<file path="config.mk">
export PLATFORM = sky130hd
export DESIGN_NAME = vurf_ram
export DESIGN_NICKNAME = d
export VERILOG_FILES = /design/src/design/vurf_ram.sv
export SDC_FILE = /design/constraint.sdc
export NUM_CORES = 1
export LEC_CHECK = 0
export BUFFER_PORTS_ARGS = -buffer_cell sky130_fd_sc_hd__buf_2
export CAP_MARGIN = 20
export CORE_ASPECT_RATIO = 0.8
export CORE_MARGIN = 2
export CORE_UTILIZATION = 25
export DETAILED_ROUTE_END_ITERATION = 8
export SLEW_MARGIN = 5
export SYNTH_ARGS = -nofsm -noshare
export SYNTH_HDL_FRONTEND = slang
export SYNTH_SLANG_ARGS = --single-unit
export TNS_END_PERCENT = 20
</file>
<file path="constraint.sdc">
create_clock -name clk -period 2.3 [get_ports clk]
set_input_delay 0.23 -clock clk [delete_from_list [all_inputs] [get_ports clk]]
set_output_delay 0.23 -clock clk [all_outputs]
set_load 0.05 [all_outputs]
</file>
<file path="src/design/vurf_ram.sv">
// Single-port-write, single-port-read RAM with a registered read.
module vurf_ram #(
    parameter int WIDTH = 8,
    parameter int DEPTH = 32
) (
    input  logic                     clk,
    input  logic                     we,
    input  logic [$clog2(DEPTH)-1:0] waddr,
    input  logic [WIDTH-1:0]         wdata,
    input  logic [$clog2(DEPTH)-1:0] raddr,
    output logic [WIDTH-1:0]         rdata
);
    logic [WIDTH-1:0] mem [DEPTH];

    always_ff @(posedge clk)
    begin
        if (we)
        begin
            mem[waddr] <= wdata;
        end
        rdata <= mem[raddr];
    end
endmodule

</file>
==> results of run 1 <==
layer usage:
layer	global-route usage, %	share of wire (%)
met2	16.90	48
met5	0	0
met1	14.74	44
met3	1.975	6.0
met4	2.667	2.1
layout make-up:
cell class                      instances  area, sq um  share of cell area [%]
Clock buffer                           37        723.2                   6.006
Clock inverter                         12        183.9                   1.528
Multi-Input combinational cell        133         2100                   17.44
Tap cell                              536        670.6                   5.570
Sequential cell                       264         7848                   65.18
Timing Repair Buffer                   69        515.5                   4.281
critical path, delay by kind of cell (launching register included):
family / cells / cell delay (ns)
DFF: 1 / 0.37
muxes: 3 / 1.36
flip-flops by register name, indices dropped and copies added, names as in the netlist:
signal,flops
rdata,8
mem,256
through the flow:
stage          instance area (sq um)  cells  total power [W]  worst slack (ns)
2_1_floorplan                  10050    417         0.005820            0.2676
3_3_place_gp                   11130   1002         0.006064            0.1176
3_5_place_dp                   11130   1002         0.006079            0.1186
4_1_cts                        12040   1051          0.01050            0.4558
5_1_grt                        12040   1051          0.01072            0.4304
6_report                       12040   1051          0.01041            0.4555
Yosys cell counts:
library cell and n:
buf_4 6, or3_1 1, nor2_1 33, buf_6 1, clkbuf_1 6, mux2_2 8
mux4_2 80, buf_1 6, or3b_2 3, nand2_1 1, edfxtp_1 256, nand3b_1 5
buf_2 1, nand3_1 2, dfxtp_1 8
layout by cell type, fill, tap and decap left out, types with 5 or more instances in the layout:
cell / n
edfxtp_1: 256
mux4_2: 80
buf_4: 38
nor2_1: 33
clkbuf_16: 27
buf_2: 26
clkbuf_1: 9
mux2_2: 8
dfxtp_1: 8
nand3b_1: 5
bufinv_16: 5
buf_12: 5
power breakdown:
group | internal (W) | total [W] | switching (W)
logic | 0.000235 | 0.000596 | 0.000361
clock network | 0.00275 | 0.00444 | 0.00169
registers | 0.00535 | 0.00537 | 0.0000225
total | 0.00833 | 0.0104 | 0.00207
final timing paths:
| path | end | cells after the start | slack [ns] | startpoint |
|---|---|---|---|---|
| max | rdata[1] | 3 | 0.46 | mem[5][1] |
| min | rdata[0] | 2 | 0.18 | raddr[3] |
| max reg2reg | rdata[1] | 3 | 0.46 | mem[5][1] |
| min reg2reg | rdata[2] | 3 | 0.90 | mem[30][2] |
kinds of logic (layout without fill, tap and decap cells):
group	count (synthesis)	count (layout)	synth area share, %
flip-flops	264	264	78.06
AND/OR/NAND/NOR	45	45	2.066
multiplexers	88	88	18.82
buffers and inverters	20	118	1.058
==> summary.md, run 1 <==
| Metric | Value |
|---|---|
| Post-layout min period | `1.845 ns` |
| Die Width | `228.2 um` |
| P&R area growth vs syn | `19.76%` |
| Crit-path slowest cell | `mux4_2` |
| GR Overflow Total | `0` |
| Post-layout util | `30.46%` |
| Final Wtd Congestion | `0.7855` |
| DR iter-0 viols | `548` |
| Vias | `4,624` |
| Vias in the first global route | `4,806` |
| Max VDD drop | `0.5108 mV` |
| Clk sink count | `264` |
| Total CTS buffers | `27` |
| Max-Slew Margin vs Limit | `54.36%` |
| Antenna cell count | `0` |
| Register area share after synthesis | `78.06%` |
| PostCTS Resize Cnt | `0` |
| Max Cap Viol | `0` |
| Share of cells above drive strength 1 | `38.25%` |
| Critical Path Fanout Max | `1` |
| DP Wirelength | `14,280 um` |
| Fmax | `0.5421 GHz` |
| Via/cell ratio | `4.400` |
| DRC | `0` |
| Total of warnings raised by yosys | `0` |
| Worst Max-Slew Pin Slew | `0.6846 ns` |
| Final Hold Fails | `0` |
| Netlist Area Pre-Place | `10,050 sq um` |
| Largest net degree at the start of global routing | `43` |
| Register bit count reported by yosys | `264` |
| Top cells by area, synth | `edfxtp_1 (76%), mux4_2 (18%), dfxtp_1 (1.6%)` |
| Initial antenna violation count | `1` |
| CTS tree | `done` |
| Drt total wl | `22,080 um` |
| Setup violators final | `0` |
| Sequence of cells on the critical path | `mux4_2, mux4_2, mux2_2` |
| Fill cells | `3,806` |
| DRT Pass-1 Iters | `5` |
| Hold_ws | `0.1802 ns` |
| Setup Crit Path Kind | `reg2reg` |
| Synth Net Count | `437` |
| Critical Path RT | `2.71 ns` |
| Port Buffers | `27` |
| Dominant cell type by area after synthesis | `edfxtp_1` |
| Post-CTS setup buffers | `0` |
| Most used cell, CP | `mux4_2` |
| Setup TNS | `0 ns` |
| Max clock buf depth | `3` |
| Max-slew violations | `0` |
| Synthesized area per cell | `24.11 sq um` |
| Cells after Synth | `417` |
| Initial Utilization | `25.44%` |
| Die area | `41,840 sq um` |
| Core Area | `39,530 sq um` |
| Pwr per Cell Area | `864.4 nW/um^2` |
| Clk Latency, worst-skew pair | `0.52 ns` |
| Worst path max stage delay | `0.54 ns` |
| First-pass GRT wire length | `32,570 um` |
| Leak pwr | `3.758 nW` |
| Cts hold-fix bufs | `0` |
| Setup crit start kind | `flip-flop` |
| Nets | `515` |
| H-Tree Depth | `1` |
| Root buffer cell | `clkbuf_16` |
| Per-cell routed wire length | `21.01 um` |
| Worst Clk Skew | `0.005017 ns` |
| Fin crit share | `80.20%` |
| Status | `finished, final reports clean` |
| GRT Overall Usage | `10.52%` |
| Die Y | `183.4 um` |
| CP endpoint kind | `flip-flop` |
| Top-Level Pins | `28` |
| Clock transition at path regs | `0.06 ns` |
| Distinct cells, synth | `15` |
| WP data arrival | `2.25 ns` |
| Row count | `65` |
| HP Class | `in2reg` |
| Share of the synthesized area in the top cell type | `76.47%` |
| RSZ-0062 raised after global routing | `false` |
| Post-route ant nets | `0` |
Power figures use the tool's default switching activity.
==> run 2, diff against run 1 <==
==> constraint.sdc (replaced) <==
create_clock -name clk -period 1.6 [get_ports clk]
set_input_delay 0.16 -clock clk [delete_from_list [all_inputs] [get_ports clk]]
set_output_delay 0.16 -clock clk [all_outputs]
set_load 0.05 [all_outputs]
==> run 2 against run 1 <==
  * The run now ends with setup timing left
  * Count of clock-buffer cells in the layout shrank 8
  * Global-route usage fell by 0.18 points
  * Via count is 0.11% lower
  * Cell area up 0.32%
  * Register-to-register slack worse by 0.68 ns
  * Combinational power increased by 50%
  * Sequential share of layout area is 0.21 points lower
  * Final cell count increased by 0.57%
  * Non-clock buffer count is 9 higher
  * Clock skew grew 0.0061 ns
  * Wire length is 0.77% lower
  * Sequential power increased by 44%
==> summary.md, run 2 (same netlist as run 1, synthesis figures left out) <==
| Metric | Value |
|---|---|
| Tot Pwr | `0.01460 W` |
| Setup violators final | `8` |
| Critical Path Fanout Max | `1` |
| Port Buffers | `27` |
| Clk Latency, worst-skew pair | `0.53 ns` |
| Worst Setup SP | `mem[13][4]` |
| Worst Clk Skew | `0.01113 ns` |
| Max-Slew Margin vs Limit | `54.29%` |
| Cell Area, Placed | `11,240 sq um` |
| Leak pwr | `3.793 nW` |
| Pwr per Cell Area | `1209 nW/um^2` |
| CP endpoint kind | `flip-flop` |
| R2R depth | `3` |
| HP Class | `in2reg` |
| Dpl ws | `-0.5928 ns` |
| Max-slew violations | `0` |
| DRC | `0` |
| Max Cap Viol | `0` |
| Largest Register | `mem` |
| Fin crit share | `113.8%` |
| Clock power share | `40.9%` |
| First-pass GRT wire length | `32,200 um` |
| Vias in the first global route | `4,709` |
| Core Area | `39,530 sq um` |
| Share of cells above drive strength 1 | `39.73%` |
| P&R area growth vs syn | `20.15%` |
| Internal power | `0.01158 W` |
| Total CTS buffers | `25` |
| Setup crit start kind | `flip-flop` |
| DRT Pass-1 Iters | `5` |
| GR Overflow Total | `0` |
| Top flop regs | `mem x256, rdata x8` |
| Die Width | `228.2 um` |
| Setup Crit Path Kind | `reg2reg` |
| Top-Level Pins | `28` |
| Antenna cell count | `0` |
| Fill cells | `3,803` |
| Final instance area | `12,080 sq um` |
| Logic gate share of total power | `6.1%` |
| Sw Share | `20.74%` |
| Via/cell ratio | `4.370` |
| Cts hold-fix bufs | `0` |
| H-Tree Depth | `1` |
| Max clock buf depth | `3` |
| GRT Overall Usage | `10.34%` |
| Row count | `65` |
| Max reg flops | `256` |
| Die area | `41,840 sq um` |
| Reg power frac | `53.0%` |
| DP Wirelength | `14,340 um` |
| Reg2reg setup slack | `-0.22 ns` |
| Area taken by multi-input logic gates | `2111 sq um` |
| Setup TNS | `-1.568 ns` |
| Psw | `0.003029 W` |
| Critical Path RT | `2.02 ns` |
| WP data arrival | `2.24 ns` |
| Initial Utilization | `25.44%` |
| Max VDD drop | `0.9331 mV` |
| Clk sink count | `264` |
| Failing checks | `setup timing` |
| CTS tree | `done` |
| RSZ-0062 raised after global routing | `true` |
| Drt total wl | `21,910 um` |
| Register area | `7848 sq um` |
| Vias | `4,619` |
| Status | `complete, but fails checks` |
| DR iter-0 viols | `676` |
| Per-cell routed wire length | `20.73 um` |
| FF-to-FF Start | `mem[13][4]` |
| Initial antenna violation count | `0` |
| Die Y | `183.4 um` |
| Fmax | `0.5490 GHz` |
| Final Wtd Congestion | `0.7728` |
| Worst setup endpoint | `rdata[4]` |
| Post-route ant nets | `0` |
| Largest net degree at the start of global routing | `33` |
| Nets | `522` |
| Root buffer cell | `clkbuf_16` |
| Commonest non-fill, non-tap cell in the layout | `edfxtp_1` |
| Final setup margin | `-0.2213 ns` |
| Reg2reg end | `rdata[4]` |
| Post-layout min period | `1.821 ns` |
| Worst Max-Slew Pin Slew | `0.6857 ns` |
| Clock transition at path regs | `0.06 ns` |
| Final Hold Fails | `0` |
| Hold path start | `raddr[3]` |
| Commonest cells after routing, fill and taps aside | `edfxtp_1 (256), mux4_2 (80), buf_4 (44), nor2_1 (33), buf_2 (26)` |
[run 2: changes by cell type in the layout (fill, tap and decap cells not counted), moves of 2 or more]
cell / change
buf_4: +6
clkbuf_1: -5
buf_12: +3
clkinv_2: +3
mux2_2: -3
mux2_4: +3
clkbuf_16: -2
[run 2: what timing repair did]
item                                    4_1_cts  5_1_grt
setup buffers                                 0        0
resized for setup                             3        0
endpoints found under the setup margin        8        8
[run 2: worst min-delay path by stage]
stage / cells past startpoint / end
2_1_floorplan: 0 / mem[0][0]
3_3_place_gp: 2 / rdata[5]
3_5_place_dp: 2 / rdata[6]
4_1_cts: 2 / rdata[7]
5_1_grt: 2 / rdata[4]
6_report: 2 / rdata[4]
[run 2: layout make-up]
cell class              instances  area share, %
clock buffers                  29          5.303
clock inverters                17          1.564
multi-input cells             133          17.47
flip-flops and latches        264          64.97
well taps                     536          5.552
repair buffers                 78          5.138
[run 2: metal layers]
metal / wire length (um) / up-vias / share of wire [%] / track usage [%]
met1: 10100 / 2503 / 46 / 14.96
met5: 0 / - / 0 / 0
li1: - / 1948 / - / -
met4: 328 / 0 / 1.5 / 1.595
met3: 1202 / 26 / 5.5 / 1.695
met2: 10280 / 142 / 47 / 16.74
[run 2: critical path, stage by stage (launching register included)]
cell	delay, ns
edfxtp_1	0.37
mux4_2	0.53
mux4_2	0.53
mux2_4	0.27
[run 2: power groups by stage]
stage               sequential [W]  combinational [W]  clock [W]
floorplan                  0.00796           0.000443          0
global placement           0.00789           0.000873          0
detailed placement         0.00789           0.000896          0
CTS                        0.00774           0.000906    0.00608
global route               0.00774           0.000946    0.00633
finish                     0.00774           0.000894    0.00598
[run 2: metrics by stage]
step	util, %	instances	hold WS (ns)
after detailed placement	28.43	1011	0.6450
after global routing	30.56	1057	0.08930
final	30.56	1057	0.09119
after CTS	30.56	1057	0.09133
after global placement	28.43	1011	0.6477
after floorplan	-	417	0.2589
